==> config.mk <==
export PLATFORM = sky130hd
export DESIGN_NAME = led_light_effect_generator_flat
export DESIGN_NICKNAME = d
export VERILOG_FILES = /design/src/hw/rtl/lfx_pkg.sv /design/src/hw/rtl/lfx_ifs.sv /design/src/hw/rtl/lfx_cfg_regs.sv /design/src/hw/rtl/lfx_effect_core.sv /design/src/hw/rtl/lfx_color_map.sv /design/src/hw/rtl/led_light_effect_generator.sv /design/src/flat_wrapper.sv
export SDC_FILE = /design/constraint.sdc
export NUM_CORES = 1
export LEC_CHECK = 0
export BUFFER_PORTS_ARGS = -buffer_cell sky130_fd_sc_hd__clkbuf_2
export CORE_MARGIN = 5
export CORE_UTILIZATION = 37
export CTS_BUF_LIST = sky130_fd_sc_hd__clkbuf_8
export DETAILED_ROUTE_END_ITERATION = 10
export GPL_TIMING_DRIVEN = 0
export PLACE_DENSITY = 0.54
export SYNTH_ARGS = -nofsm -noshare
export SYNTH_HDL_FRONTEND = slang
export SYNTH_SLANG_ARGS = --single-unit
export TNS_END_PERCENT = 1
==> constraint.sdc <==
create_clock -name i_clk -period 17.65 [get_ports i_clk]
set_clock_uncertainty 0.1 [all_clocks]
set_input_delay 1.765 -clock i_clk [delete_from_list [all_inputs] [get_ports i_clk]]
set_output_delay 1.765 -clock i_clk [all_outputs]
set_load 0.02 [all_outputs]
==> src/hw/rtl/lfx_pkg.sv <==
// Shared types, register codes and period arithmetic for the LED light-effect generator.
// No dependencies; every other file of the block depends on this package.
`default_nettype none

package lfx_pkg;

    localparam int unsigned TICK_W   = 10;
    localparam int unsigned COLOR_W  = 24;
    localparam int unsigned CH_W     = 8;
    localparam int unsigned MODE_W   = 3;
    localparam int unsigned SPEED_W  = 7;
    localparam int unsigned PHASE_W  = 2;
    localparam int unsigned SEG_W    = 3;
    localparam int unsigned APB_AW   = 4;
    localparam int unsigned APB_DW   = 32;

    // Effect modes
    localparam logic [MODE_W-1:0] MODE_CONTINUOUS = 3'd0;
    localparam logic [MODE_W-1:0] MODE_FLASH      = 3'd1;
    localparam logic [MODE_W-1:0] MODE_STROBE     = 3'd2;
    localparam logic [MODE_W-1:0] MODE_FADE       = 3'd3;
    localparam logic [MODE_W-1:0] MODE_SMOOTH     = 3'd4;

    // Register indexes (word address)
    localparam logic [1:0] REG_MODE  = 2'd0;
    localparam logic [1:0] REG_COLOR = 2'd1;
    localparam logic [1:0] REG_SPEED = 2'd2;

    // Fixed colors and periods
    localparam logic [COLOR_W-1:0] COLOR_RED   = 24'hFF0000;
    localparam logic [COLOR_W-1:0] COLOR_GREEN = 24'h00FF00;
    localparam logic [COLOR_W-1:0] COLOR_BLUE  = 24'h0000FF;
    localparam logic [COLOR_W-1:0] COLOR_BLACK = 24'h000000;
    localparam logic [TICK_W-1:0]  CONT_PERIOD = 10'd1000;
    localparam logic [SPEED_W-1:0] SPEED_STOP  = 7'd100;
    localparam logic [CH_W-1:0]    CH_MAX      = 8'hFF;

    typedef struct packed {
        logic [MODE_W-1:0]  mode;
        logic [COLOR_W-1:0] base_color;
        logic [SPEED_W-1:0] speed;
    } t_cfg;

    // Effect state after one tick, plus the frame push flag
    typedef struct packed {
        logic [PHASE_W-1:0] phase;
        logic [CH_W-1:0]    fade_level;
        logic [CH_W-1:0]    wheel_red;
        logic [CH_W-1:0]    wheel_green;
        logic [CH_W-1:0]    wheel_blue;
        logic               refresh;
    } t_frame;

    // Frame period in ticks, never below one.
    // Base period is 10*(100 - speed); divide by 50 as (100 - speed)/5 = x*205 >> 10.
    function automatic logic [TICK_W-1:0] frame_period(input t_cfg cfg);
        logic [SPEED_W-1:0] left;
        logic [TICK_W-1:0]  base;
        logic [14:0]        prod;
        logic [TICK_W-1:0]  p;
        left = (cfg.speed >= SPEED_STOP) ? '0 : SPEED_STOP - cfg.speed;
        base = {left, 3'b000} + {2'b00, left, 1'b0};
        prod = 15'(left) * 15'd205;
        case (cfg.mode)
            MODE_CONTINUOUS: p = CONT_PERIOD;
            MODE_FADE:       p = TICK_W'(prod[14:10]);
            MODE_SMOOTH:     p = {3'b000, base[TICK_W-1:3]};
            default:         p = base;
        endcase
        if (p == '0) begin
            p = TICK_W'(1);
        end
        return p;
    endfunction

endpackage

`default_nettype wire

==> src/hw/rtl/lfx_ifs.sv <==
// Valid/ready channel interfaces for the tick input and the frame output.
// Depends on lfx_pkg for field widths.
`default_nettype none

interface lfx_tick_if;
    logic valid;
    logic ready;
    logic restart;

    modport source (output valid, output restart, input ready);
    modport sink   (input valid, input restart, output ready);
endinterface

interface lfx_frame_if;
    logic                        valid;
    logic                        ready;
    logic [lfx_pkg::COLOR_W-1:0] strip_color;
    logic                        refresh;

    modport source (output valid, output strip_color, output refresh, input ready);
    modport sink   (input valid, input strip_color, input refresh, output ready);
endinterface

`default_nettype wire

==> src/hw/rtl/lfx_cfg_regs.sv <==
// APB configuration registers: effect mode, base color, speed.
// Depends on lfx_pkg.
`default_nettype none

module lfx_cfg_regs (
    input  wire logic                        i_clk,
    input  wire logic                        i_rst_n,
    input  wire logic                        psel,
    input  wire logic                        penable,
    input  wire logic                        pwrite,
    input  wire logic [lfx_pkg::APB_AW-1:0]  paddr,
    input  wire logic [lfx_pkg::APB_DW-1:0]  pwdata,
    output logic      [lfx_pkg::APB_DW-1:0]  prdata,
    output logic                             pready,
    output lfx_pkg::t_cfg                    o_cfg
);
    import lfx_pkg::*;

    logic [MODE_W-1:0]  r_mode;
    logic [COLOR_W-1:0] r_color;
    logic [SPEED_W-1:0] r_speed;
    logic [1:0]         reg_idx;
    logic               wr_en;

    assign pready  = 1'b1;
    assign reg_idx = paddr[3:2];
    assign wr_en   = psel && penable && pwrite && pready;

    // Write registers on the access phase; other indexes drop the transfer
    always_ff @(posedge i_clk) begin
        if (!i_rst_n) begin
            r_mode  <= '0;
            r_color <= '0;
            r_speed <= '0;
        end else if (wr_en) begin
            unique case (reg_idx)
                REG_MODE:  r_mode  <= pwdata[MODE_W-1:0];
                REG_COLOR: r_color <= pwdata[COLOR_W-1:0];
                REG_SPEED: r_speed <= pwdata[SPEED_W-1:0];
                default:   ;
            endcase
        end
    end

    // Read mux
    always_comb begin
        unique case (reg_idx)
            REG_MODE:  prdata = APB_DW'(r_mode);
            REG_COLOR: prdata = APB_DW'(r_color);
            REG_SPEED: prdata = APB_DW'(r_speed);
            default:   prdata = '0;
        endcase
    end

    assign o_cfg.mode       = r_mode;
    assign o_cfg.base_color = r_color;
    assign o_cfg.speed      = r_speed;

endmodule

`default_nettype wire

==> src/hw/rtl/lfx_effect_core.sv <==
// Tick timer and effect state (phase, fade triangle, color wheel).
// Produces the state after the current tick combinationally; depends on lfx_pkg.
`default_nettype none

module lfx_effect_core (
    input  wire logic           i_clk,
    input  wire logic           i_rst_n,
    input  wire logic           i_step,
    input  wire logic           i_restart,
    input  lfx_pkg::t_cfg       i_cfg,
    output lfx_pkg::t_frame     o_frame
);
    import lfx_pkg::*;

    logic [TICK_W-1:0]  r_tick,  n_tick;
    logic [PHASE_W-1:0] r_phase, n_phase;
    logic [CH_W-1:0]    r_level, n_level;
    logic               r_rising, n_rising;
    logic [CH_W-1:0]    r_red,   n_red;
    logic [CH_W-1:0]    r_green, n_green;
    logic [CH_W-1:0]    r_blue,  n_blue;
    logic [SEG_W-1:0]   r_seg,   n_seg;
    logic [TICK_W-1:0]  period;
    logic [TICK_W-1:0]  tick_inc;
    logic               advance;
    logic               refresh;
    logic               rising_nx;

    assign period   = frame_period(i_cfg);
    assign tick_inc = r_tick + TICK_W'(1);

    // Next state for one tick
    always_comb begin
        n_tick    = r_tick;
        n_phase   = r_phase;
        n_level   = r_level;
        n_rising  = r_rising;
        n_red     = r_red;
        n_green   = r_green;
        n_blue    = r_blue;
        n_seg     = r_seg;
        advance   = 1'b0;
        refresh   = 1'b0;
        rising_nx = r_rising;

        if (i_restart) begin
            n_tick   = '0;
            n_phase  = '0;
            n_level  = '0;
            n_rising = 1'b0;
            n_red    = CH_MAX;
            n_green  = '0;
            n_blue   = '0;
            n_seg    = '0;
            refresh  = 1'b1;
        end else if (tick_inc >= period) begin
            n_tick  = '0;
            advance = 1'b1;
            refresh = 1'b1;
        end else begin
            n_tick = tick_inc;
        end

        // Step the effect at a frame boundary
        if (advance) begin
            case (i_cfg.mode)
                MODE_FLASH: begin
                    n_phase = (r_phase >= PHASE_W'(2)) ? '0 : r_phase + PHASE_W'(1);
                end
                MODE_STROBE: begin
                    n_phase = (r_phase == '0) ? PHASE_W'(1) : '0;
                end
                MODE_FADE: begin
                    if (r_level == CH_MAX) begin
                        rising_nx = 1'b0;
                    end else if (r_level == '0) begin
                        rising_nx = 1'b1;
                    end
                    n_rising = rising_nx;
                    n_level  = rising_nx ? r_level + CH_W'(1) : r_level - CH_W'(1);
                end
                MODE_SMOOTH: begin
                    case (r_seg)
                        3'd0: begin
                            n_green = r_green + CH_W'(1);
                            if (n_green == CH_MAX) n_seg = 3'd1;
                        end
                        3'd1: begin
                            n_red = r_red - CH_W'(1);
                            if (n_red == '0) n_seg = 3'd2;
                        end
                        3'd2: begin
                            n_blue = r_blue + CH_W'(1);
                            if (n_blue == CH_MAX) n_seg = 3'd3;
                        end
                        3'd3: begin
                            n_green = r_green - CH_W'(1);
                            if (n_green == '0) n_seg = 3'd4;
                        end
                        3'd4: begin
                            n_red = r_red + CH_W'(1);
                            if (n_red == CH_MAX) n_seg = 3'd5;
                        end
                        3'd5: begin
                            n_blue = r_blue - CH_W'(1);
                            if (n_blue == '0) n_seg = 3'd0;
                        end
                        default: n_seg = 3'd0;
                    endcase
                end
                default: ;
            endcase
        end

        // Unused modes keep the timer at zero and push nothing
        if (i_cfg.mode > MODE_SMOOTH) begin
            n_tick  = '0;
            refresh = 1'b0;
        end
    end

    // Commit state when a tick moves to the result stage
    always_ff @(posedge i_clk) begin
        if (!i_rst_n) begin
            r_tick   <= '0;
            r_phase  <= '0;
            r_level  <= '0;
            r_rising <= 1'b0;
            r_red    <= CH_MAX;
            r_green  <= '0;
            r_blue   <= '0;
            r_seg    <= '0;
        end else if (i_step) begin
            r_tick   <= n_tick;
            r_phase  <= n_phase;
            r_level  <= n_level;
            r_rising <= n_rising;
            r_red    <= n_red;
            r_green  <= n_green;
            r_blue   <= n_blue;
            r_seg    <= n_seg;
        end
    end

    assign o_frame.phase       = n_phase;
    assign o_frame.fade_level  = n_level;
    assign o_frame.wheel_red   = n_red;
    assign o_frame.wheel_green = n_green;
    assign o_frame.wheel_blue  = n_blue;
    assign o_frame.refresh     = refresh;

endmodule

`default_nettype wire

==> src/hw/rtl/lfx_color_map.sv <==
// Maps effect state to the strip color, including the fade scaling c*level/255.
// Depends on lfx_pkg.
`default_nettype none

module lfx_color_map (
    input  lfx_pkg::t_cfg                   i_cfg,
    input  lfx_pkg::t_frame                 i_frame,
    output logic [lfx_pkg::COLOR_W-1:0]     o_color
);
    import lfx_pkg::*;

    // floor(p/255) for a 16-bit product: (p + (p >> 8) + 1) >> 8
    function automatic logic [CH_W-1:0] scale_ch(input logic [CH_W-1:0] c,
                                                 input logic [CH_W-1:0] level);
        logic [15:0] p;
        logic [16:0] s;
        p = 16'(c) * 16'(level);
        s = 17'(p) + 17'(p[15:8]) + 17'd1;
        return s[15:8];
    endfunction

    logic [COLOR_W-1:0] fade_color;

    assign fade_color = {scale_ch(i_cfg.base_color[23:16], i_frame.fade_level),
                         scale_ch(i_cfg.base_color[15:8],  i_frame.fade_level),
                         scale_ch(i_cfg.base_color[7:0],   i_frame.fade_level)};

    // Select the color for the active effect
    always_comb begin
        case (i_cfg.mode)
            MODE_CONTINUOUS: o_color = i_cfg.base_color;
            MODE_FLASH: begin
                if (i_frame.phase == PHASE_W'(1)) begin
                    o_color = COLOR_GREEN;
                end else if (i_frame.phase == PHASE_W'(2)) begin
                    o_color = COLOR_BLUE;
                end else begin
                    o_color = COLOR_RED;
                end
            end
            MODE_STROBE: o_color = (i_frame.phase == '0) ? i_cfg.base_color : COLOR_BLACK;
            MODE_FADE:   o_color = fade_color;
            MODE_SMOOTH: o_color = {i_frame.wheel_red, i_frame.wheel_green, i_frame.wheel_blue};
            default:     o_color = COLOR_BLACK;
        endcase
    end

endmodule

`default_nettype wire

==> src/hw/rtl/led_light_effect_generator.sv <==
// Top level of the LED light-effect generator: input register, effect core,
// color map and result register. Depends on lfx_pkg, lfx_ifs, lfx_cfg_regs,
// lfx_effect_core and lfx_color_map.
//
//   Port      Dir  Protocol     Payload
//   i_tick    in   valid/ready  restart
//   o_frame   out  valid/ready  strip_color[23:0], refresh
//   APB       in   APB r/w      effect_mode, base_color, speed_setting
//
// A tick transfers into one input register, then the core and color map compute
// its result in one pass into the result register, from which it transfers out.
// Throughput is one tick per cycle while the result is not stalled; the core commits
// its state as the tick moves from the input register to the result register.
// A stalled result holds both stages; the input register still takes a tick
// when the result register drains in the same cycle.
// Reset is synchronous, active low, and needs no clearing pass.
`default_nettype none

module led_light_effect_generator (
    input  wire logic                        i_clk,
    input  wire logic                        i_rst_n,
    lfx_tick_if.sink                         i_tick,
    lfx_frame_if.source                      o_frame,
    input  wire logic                        psel,
    input  wire logic                        penable,
    input  wire logic                        pwrite,
    input  wire logic [lfx_pkg::APB_AW-1:0]  paddr,
    input  wire logic [lfx_pkg::APB_DW-1:0]  pwdata,
    output logic      [lfx_pkg::APB_DW-1:0]  prdata,
    output logic                             pready
);
    import lfx_pkg::*;

    t_cfg               cfg;
    t_frame             frame;
    logic [COLOR_W-1:0] color;

    logic               r_s1_valid;
    logic               r_s1_restart;
    logic               r_out_valid;
    logic [COLOR_W-1:0] r_out_color;
    logic               r_out_refresh;
    logic               s1_adv;
    logic               in_xfer;

    lfx_cfg_regs u_cfg (
        .i_clk   (i_clk),
        .i_rst_n (i_rst_n),
        .psel    (psel),
        .penable (penable),
        .pwrite  (pwrite),
        .paddr   (paddr),
        .pwdata  (pwdata),
        .prdata  (prdata),
        .pready  (pready),
        .o_cfg   (cfg)
    );

    lfx_effect_core u_core (
        .i_clk     (i_clk),
        .i_rst_n   (i_rst_n),
        .i_step    (s1_adv),
        .i_restart (r_s1_restart),
        .i_cfg     (cfg),
        .o_frame   (frame)
    );

    lfx_color_map u_map (
        .i_cfg   (cfg),
        .i_frame (frame),
        .o_color (color)
    );

    // Handshake: drain stage one when the result register is free or draining
    assign s1_adv       = r_s1_valid && (!r_out_valid || o_frame.ready);
    assign i_tick.ready = !r_s1_valid || s1_adv;
    assign in_xfer      = i_tick.valid && i_tick.ready;

    // Input register control
    always_ff @(posedge i_clk) begin
        if (!i_rst_n) begin
            r_s1_valid <= 1'b0;
        end else if (i_tick.ready) begin
            r_s1_valid <= i_tick.valid;
        end
    end

    // Input register payload
    always_ff @(posedge i_clk) begin
        if (in_xfer) begin
            r_s1_restart <= i_tick.restart;
        end
    end

    // Result register control
    always_ff @(posedge i_clk) begin
        if (!i_rst_n) begin
            r_out_valid <= 1'b0;
        end else if (s1_adv) begin
            r_out_valid <= 1'b1;
        end else if (o_frame.ready) begin
            r_out_valid <= 1'b0;
        end
    end

    // Result register payload
    always_ff @(posedge i_clk) begin
        if (s1_adv) begin
            r_out_color   <= color;
            r_out_refresh <= frame.refresh;
        end
    end

    assign o_frame.valid       = r_out_valid;
    assign o_frame.strip_color = r_out_color;
    assign o_frame.refresh     = r_out_refresh;

    // A restart in a live mode always pushes a frame
    a_restart_refresh: assert property (@(posedge i_clk) disable iff (!i_rst_n)
        (s1_adv && r_s1_restart && (cfg.mode <= MODE_SMOOTH)) |=> r_out_refresh)
        else $error("restart did not push a frame");

    // A pending tick is never overwritten while stage one is held
    a_s1_hold: assert property (@(posedge i_clk) disable iff (!i_rst_n)
        (r_s1_valid && !s1_adv) |=> (r_s1_valid && $stable(r_s1_restart)))
        else $error("held tick lost or changed");

    // A tick moving down always lands in the result register
    a_s1_to_out: assert property (@(posedge i_clk) disable iff (!i_rst_n)
        s1_adv |=> r_out_valid)
        else $error("advanced tick produced no result");

    // Unused modes never push frames
    a_idle_mode: assert property (@(posedge i_clk) disable iff (!i_rst_n)
        (s1_adv && (cfg.mode > MODE_SMOOTH)) |=> !r_out_refresh)
        else $error("frame pushed in an unused mode");

endmodule

`default_nettype wire

==> src/flat_wrapper.sv <==
// flat-port wrapper written by rule: the top's interface ports become plain ports
module led_light_effect_generator_flat import lfx_pkg::*;
  (i_clk, i_rst_n, psel, penable, pwrite, paddr, pwdata, prdata, pready, i_tick_valid, i_tick_restart, i_tick_ready, o_frame_valid, o_frame_strip_color, o_frame_refresh, o_frame_ready);
  lfx_tick_if i_tick_i ();
  lfx_frame_if o_frame_i ();
  input  wire logic i_clk;
  input  wire logic i_rst_n;
  input  wire logic psel;
  input  wire logic penable;
  input  wire logic pwrite;
  input  wire logic [lfx_pkg::APB_AW-1:0] paddr;
  input  wire logic [lfx_pkg::APB_DW-1:0] pwdata;
  output logic      [lfx_pkg::APB_DW-1:0] prdata;
  output logic pready;
  input wire logic [$bits(i_tick_i.valid)-1:0] i_tick_valid;
  input wire logic [$bits(i_tick_i.restart)-1:0] i_tick_restart;
  output wire logic [$bits(i_tick_i.ready)-1:0] i_tick_ready;
  output wire logic [$bits(o_frame_i.valid)-1:0] o_frame_valid;
  output wire logic [$bits(o_frame_i.strip_color)-1:0] o_frame_strip_color;
  output wire logic [$bits(o_frame_i.refresh)-1:0] o_frame_refresh;
  input wire logic [$bits(o_frame_i.ready)-1:0] o_frame_ready;
  assign i_tick_i.valid = i_tick_valid;
  assign i_tick_i.restart = i_tick_restart;
  assign i_tick_ready = i_tick_i.ready;
  assign o_frame_valid = o_frame_i.valid;
  assign o_frame_strip_color = o_frame_i.strip_color;
  assign o_frame_refresh = o_frame_i.refresh;
  assign o_frame_i.ready = o_frame_ready;
  led_light_effect_generator u_core (.i_clk(i_clk), .i_rst_n(i_rst_n), .i_tick(i_tick_i), .o_frame(o_frame_i), .psel(psel), .penable(penable), .pwrite(pwrite), .paddr(paddr), .pwdata(pwdata), .prdata(prdata), .pready(pready));
endmodule
---- After elaboration in Yosys (flattened, before gate mapping) ----
Cells that the tools add are included.
word-level totals
  bits in registers ....................... 110
  input port bits ......................... 44
  output and inout bits ................... 60
  logic and storage cells ................. 135
operators by class
  add/sub/neg operators ................... 18
  $mul .................................... 4
  $lt $le $gt $ge ......................... 4
  equal/unequal tests ..................... 17
  muxes and demuxes ....................... 54
  reduce and logical (&&, ||, !) cells .... 22
operators with widths
  operator               number
  $pmux 24 s5            1
  $mux 8                 13
  $mux 24                3
  $pmux 24 s3            1
  $add 16x1->16 const B  3
  $add 16x8->16          3
  $mul 8x8->16           3
  $pmux 8 s2             3
  $mux 10                4
  $add 8x1->8 const B    4
  $eq 8x8->1 const B     4
  $logic_not 8->1        4
  $sub 8x1->8 const B    4
  $pmux 10 s3            1
  $mux 3                 9
  $pmux 3 s6             1
  $mul 7x8->15 const B   1
  $mux 1                 13
  $eq 3x2->1 const B     4
  $add 10x1->10 const B  1
  $add 10x8->10          1
  $ge 10x10->1           1
  $logic_not 10->1       1
  $eq 3x3->1 const B     3
  18 further kinds       33

---- Depth between registers and ports, before layout ----
  word-level depth ........................ 17
  gate-level depth with buffers ........... 60
  mapped depth without buffers ............ 57

---- Cells and area by module ----
From an unflattened synthesis, not the netlist that was laid out.
second synthesis, totals
  cells, all modules ...................... 2072
  area, all modules ....................... 17083.9 µm²
by module, submodules not included
  module                      times used  cells an instance  area an instance (µm²)  seq. area each (µm²)
  lfx_color_map               1           1016               8368.0                  0.0
  lfx_effect_core             1           833                6182.2                  960.9
  lfx_cfg_regs                1           188                1649.1                  680.7
  led_light_effect_generator  1           35                 884.6                   820.8

---- Least setup slack after synthesis ----
OpenSTA, ideal clock, no wires.
  path kind ............................... register to register
  start ................................... reg u_core.u_cfg.r_speed[0]
  end ..................................... reg u_core.r_out_color[1], in the netlist u_core.o_frame.strip_color[1], data pin
  library setup time ...................... 0.265 ns
  arrival time ............................ 12.369 ns
  required time ........................... 17.285 ns
  slack ................................... 4.916 ns
  stages on the path, launching flop included .. 56
  period minus slack after synthesis ...... 12.734 ns
  path through ............................ dfxtp_1 > inv_1 > ha_1 > o31ai_1 > a21oi_1 > clkbuf_1 > a211oi_1 > ha_1 > inv_1 > fa_1 > inv_1 > ha_1 > inv_1 > fa_1 > inv_1 > ha_1 > o211a_1 > a221oi_1 > (+20 left out) > inv_1 > fa_1 > inv_1 > fa_1 > inv_1 > ha_1 > o21ai_0 > nor2_1 > o21ai_0 > or3b_2 > and2_1 > ha_1 > a21oi_1 > o22ai_1 > a2111o_1 > a311o_2 > and4b_1 > or3_1
between the ends
  cells in the longest elaborated chain, start to end .. 14
RTL lines
  item                                           RTL line                                  text
  start: declaration                             lfx_cfg_regs.sv:21                        logic [SPEED_W-1:0] r_speed;
  start signal: assignment                       lfx_cfg_regs.sv:39                        REG_SPEED: r_speed <= pwdata[SPEED_W-1:0];
  $sub 7x7->7 or $ge 7x7->1 (tied branches)      lfx_pkg.sv:61                             left = (cfg.speed >= SPEED_STOP) ? '0 : SPEED_STOP - cfg.speed;
  $mux 7 *                                       lfx_pkg.sv:61
  $mul 7x8->15 or $add 10x8->10 (tied branches)  lfx_pkg.sv:63, lfx_pkg.sv:62
  $pmux 10 s3 *                                  lfx_pkg.sv:64                             case (cfg.mode)
  $logic_not 10->1                               lfx_pkg.sv:70                             if (p == '0) begin
  $mux 10 *                                      lfx_pkg.sv:70
  $ge 10x10->1 *                                 lfx_effect_core.sv:56                     end else if (tick_inc >= period) begin
  $mux 1 *                                       lfx_effect_core.sv:56
  $mux 1 *                                       lfx_effect_core.sv:46                     if (i_restart) begin
  $mux 8 or $mux 2 (tied branches)               lfx_effect_core.sv:65                     if (advance) begin
  $mul 8x8->16 or $eq 2x2->1 (tied branches)     lfx_color_map.sv:17, lfx_color_map.sv:35
  $add 16x8->16 or $mux 24 (tied branches)       lfx_color_map.sv:18, lfx_color_map.sv:35
  $add 16x1->16 or $mux 24 (tied branches)       lfx_color_map.sv:18, lfx_color_map.sv:33
  $pmux 24 s5 *                                  lfx_color_map.sv:30                       case (i_cfg.mode)
  net u_core.color[1]                            led_light_effect_generator.sv:36          logic [COLOR_W-1:0] color;
  end signal: assignment                         led_light_effect_generator.sv:109         r_out_color <= color;
  end: declaration                               led_light_effect_generator.sv:41          logic [COLOR_W-1:0] r_out_color;
The timed path passes the listed nets; every way through them passes the cells marked *.
A chain may end at the register's enable or synchronous reset.

---- Worst setup path after layout ----
  start ................................... reg u_core.u_cfg.r_speed[0]
  end ..................................... reg u_core.r_out_color[10], in the netlist u_core.o_frame.strip_color[10], data pin
between the ends
  cells in the longest elaborated chain, start to end .. 14
RTL lines
  item                                           RTL line                          text
  $sub 7x7->7 or $ge 7x7->1 (tied branches)      lfx_pkg.sv:61
  $mux 7 *                                       lfx_pkg.sv:61
  $mul 7x8->15 or $add 10x8->10 (tied branches)  lfx_pkg.sv:63, lfx_pkg.sv:62
  $pmux 10 s3 *                                  lfx_pkg.sv:64
  $logic_not 10->1                               lfx_pkg.sv:70
  $mux 10 *                                      lfx_pkg.sv:70
  $ge 10x10->1 *                                 lfx_effect_core.sv:56
  $mux 1 *                                       lfx_effect_core.sv:56
  $mux 1 *                                       lfx_effect_core.sv:46
  $mux 8                                         lfx_effect_core.sv:65
  $mul 8x8->16                                   lfx_color_map.sv:17               p = 16'(c) * 16'(level);
  $add 16x8->16                                  lfx_color_map.sv:18               s = 17'(p) + 17'(p[15:8]) + 17'd1;
  $add 16x1->16                                  lfx_color_map.sv:18
  $pmux 24 s5 *                                  lfx_color_map.sv:30
  net u_core.color[10]                           led_light_effect_generator.sv:36
Marked as above.

==> metrics.txt <==
Worst path slowest cell=a211oi_1; NumNets Final=2550; clk buf depth=2; # Max-Cap Violations=0; Critical Path AT=16.24 ns; WS Path Type=register to register; Synth Instances=2099; Critical Path Start Type=register; top cell type's share of synthesized area=0.143; hold crit path type=register to register; Die Wd=222 microns; CP startpoint=u_core.u_cfg.r_speed[0]; crit path capture type=register; cell with the most instances after synthesis=inv_1; CP required=17.70 ns; fin crit share=0.917; placed cell areas=0.0178 sq mm; post-layout minimum cycle time=16.19 ns; GR Overflow Total=0; FILL cells=4630; pre-CTS setup slack=1.58 ns; Clk Latency, worst-skew pair=0.44 ns; Post-synth top cells=inv_1, nand2_1, ha_1; final instance area=0.0181 sq mm; RSZ-0062 raised after global routing=false; share of cells above drive strength 1=0.0640; IR drop worst, VDD=0.0272 mV; routed vias=15500; top post-synthesis cells by area=ha_1, fa_1, dfxtp_1; PortBufs=82; Ports=104; wire length per cell after detailed routing=19.6 microns; CTS sink cnt=110; syn avg cell area=7.94 sq um; Post-DP HPWL=43.9 mm; post-synthesis sequential area ratio=0.148; Setup-failing EPs final=0; synth warn=0; core area=0.0444 sq mm; Primary FF master, synth=dfxtp_1; Worst-Margin Slew=1.45 ns; vias in the first global route=15200; global-route wire length before repair=86.1 mm; Leak Pwr=8.29 nW; Post-synth EDFFs=26; die area=0.0494 sq mm; max incr delay on CP=0.68 ns; GPL Wtd Cong=0.904; pin count of the biggest net entering global routing=35; FFs w/ async S/R, synth=0; Synth Register Bits=110; fin. max-slew vios=0; Max FO, Critical Path=11; Area Growth Syn to Fin=8.31%; DRC viols=0; setup_tns=0 ns; Top cell by count, worst path=ha_1; Rows=77; Routed Antenna Nets=0; status=finished, final reports clean; worst r2r src=u_core.u_cfg.r_speed[0]; clk slew on worst S/H paths=0.14 ns; post-CTS sizing=0; H-tree Lvls=3; synthesized cell area=0.0167 sq mm; Hold Fails Final Rpt=0; final WL=54.7 mm; Die Span Y=222 microns; CTS tree=done; Pwr Density=29.2 mW/mm^2; cell taking the most area after synthesis=ha_1; setup repair bufs after CTS=0; Starting Density=0.375; fin worst setup slack=1.46 ns; total track usage=0.218; unique cell type count in the Yosys netlist=85; fmax=61.8 MHz; CTS buffer count=9; critical hold path startpoint=u_core.u_cfg.r_color[19]; CTS root buffer=clkbuf_8; cts hold-fix bufs=0; 1st-iter DRT viols=1349; Worst slew margin=0.0305; via/cell ratio=5.56; First-pass DRT Iterations=6; initial antenna violation count=3
-- worst max-delay path: cells and delay by family, from the launching register on --
kind	cells	cell delay, ns
xor+xnor	1	0.18
compound gates	21	6.48
buf+inv	9	1.59
mux	1	0.25
simple gates	11	1.85
flops	1	0.47
fa+ha+maj	13	4.97
-- sequential cells by signal (all words and copies together) (netlist names), 2 cells and up --
register / cells
u_core.u_cfg.r_mode: 3
u_core.u_core.r_green: 8
u_core.u_core.r_phase: 2
u_core.u_core.r_red: 8
u_core.o_frame.strip_color: 24
u_core.u_core.r_seg: 3
u_core.u_core.r_tick: 10
u_core.u_core.r_blue: 8
u_core.u_cfg.r_color: 24
u_core.u_cfg.r_speed: 7
u_core.u_core.r_level: 8
-- cell type report --
type	instances	area, sq um	area share
Timing Repair Buffer	82	410	0.0227
Clock buffer	9	124	0.00686
Sequential cell	110	2460	0.136
Buffer	134	554	0.0307
Tap cell	592	741	0.0410
Inverter	220	826	0.0457
Multi-Input combinational cell	1642	12900	0.712
Clock inverter	7	80.1	0.00444
Antenna cell	1	2.50	0.000139
-- cells in the final DEF (no fill, tap or decap), types with 17 or more instances in the layout --
cell type,instances
inv_1,218
nand2_1,213
ha_1,190
and2_1,175
fa_1,117
clkbuf_1,115
nor2_1,101
a21oi_1,100
o21ai_0,91
dfxtp_1,84
clkbuf_2,82
xnor2_1,64
nand3_1,47
a21boi_0,43
xor2_1,41
nor2b_1,39
nor3_1,37
and3_1,28
mux2i_1,26
edfxtp_1,26
a22oi_1,22
o211ai_1,19
a31oi_1,19
a211oi_1,18
a221oi_1,17
-- stage by stage --
stage          power [mW]  instances  utilization  hold slack, ns
2_1_floorplan       0.324       2106            -           0.342
3_3_place_gp        0.355       2780        0.402           0.350
3_5_place_dp        0.356       2780        0.402           0.367
4_1_cts             0.531       2796        0.406           0.386
5_1_grt             0.549       2796        0.406           0.419
6_report            0.527       2797        0.406           0.381
-- power by group --
part | internal [mW] | switching (mW) | total [mW]
combinational | 0.0286 | 0.0575 | 0.0861
clock | 0.0678 | 0.108 | 0.176
sequential | 0.262 | 0.00290 | 0.265
total | 0.358 | 0.168 | 0.527
-- logic make-up after synthesis --
family / Yosys count / share of synthesized area
AOI/OAI and AO/OA: 459 / 0.186
xor gates and xnor gates: 105 / 0.0552
adders and majority gates: 309 / 0.284
buffers and inverters: 354 / 0.0827
DFF: 110 / 0.148
muxes: 31 / 0.0197
other: 2 / 0.000451
and+or+nand+nor: 729 / 0.224
-- final timing paths --
check | depth (start not counted) | slack (ns) | endpoint
min reg2reg | 2 | 0.38 | u_core.u_cfg.r_color[19]
max reg2reg | 56 | 1.46 | u_core.o_frame.strip_color[10]
max | 56 | 1.46 | u_core.o_frame.strip_color[10]
min | 2 | 0.38 | u_core.u_cfg.r_color[19]
-- layer usage --
metal  up-vias  part of all wire  wire, microns  GRT usage
li1       7379                 -              -          -
met1      7602              0.48          26100      0.318
met2       508              0.45          24500      0.351
met3        51             0.061           3320     0.0267
met4         0             0.016            852     0.0400
met5         -                 0              0          0
Power figures use the tool's default switching activity.
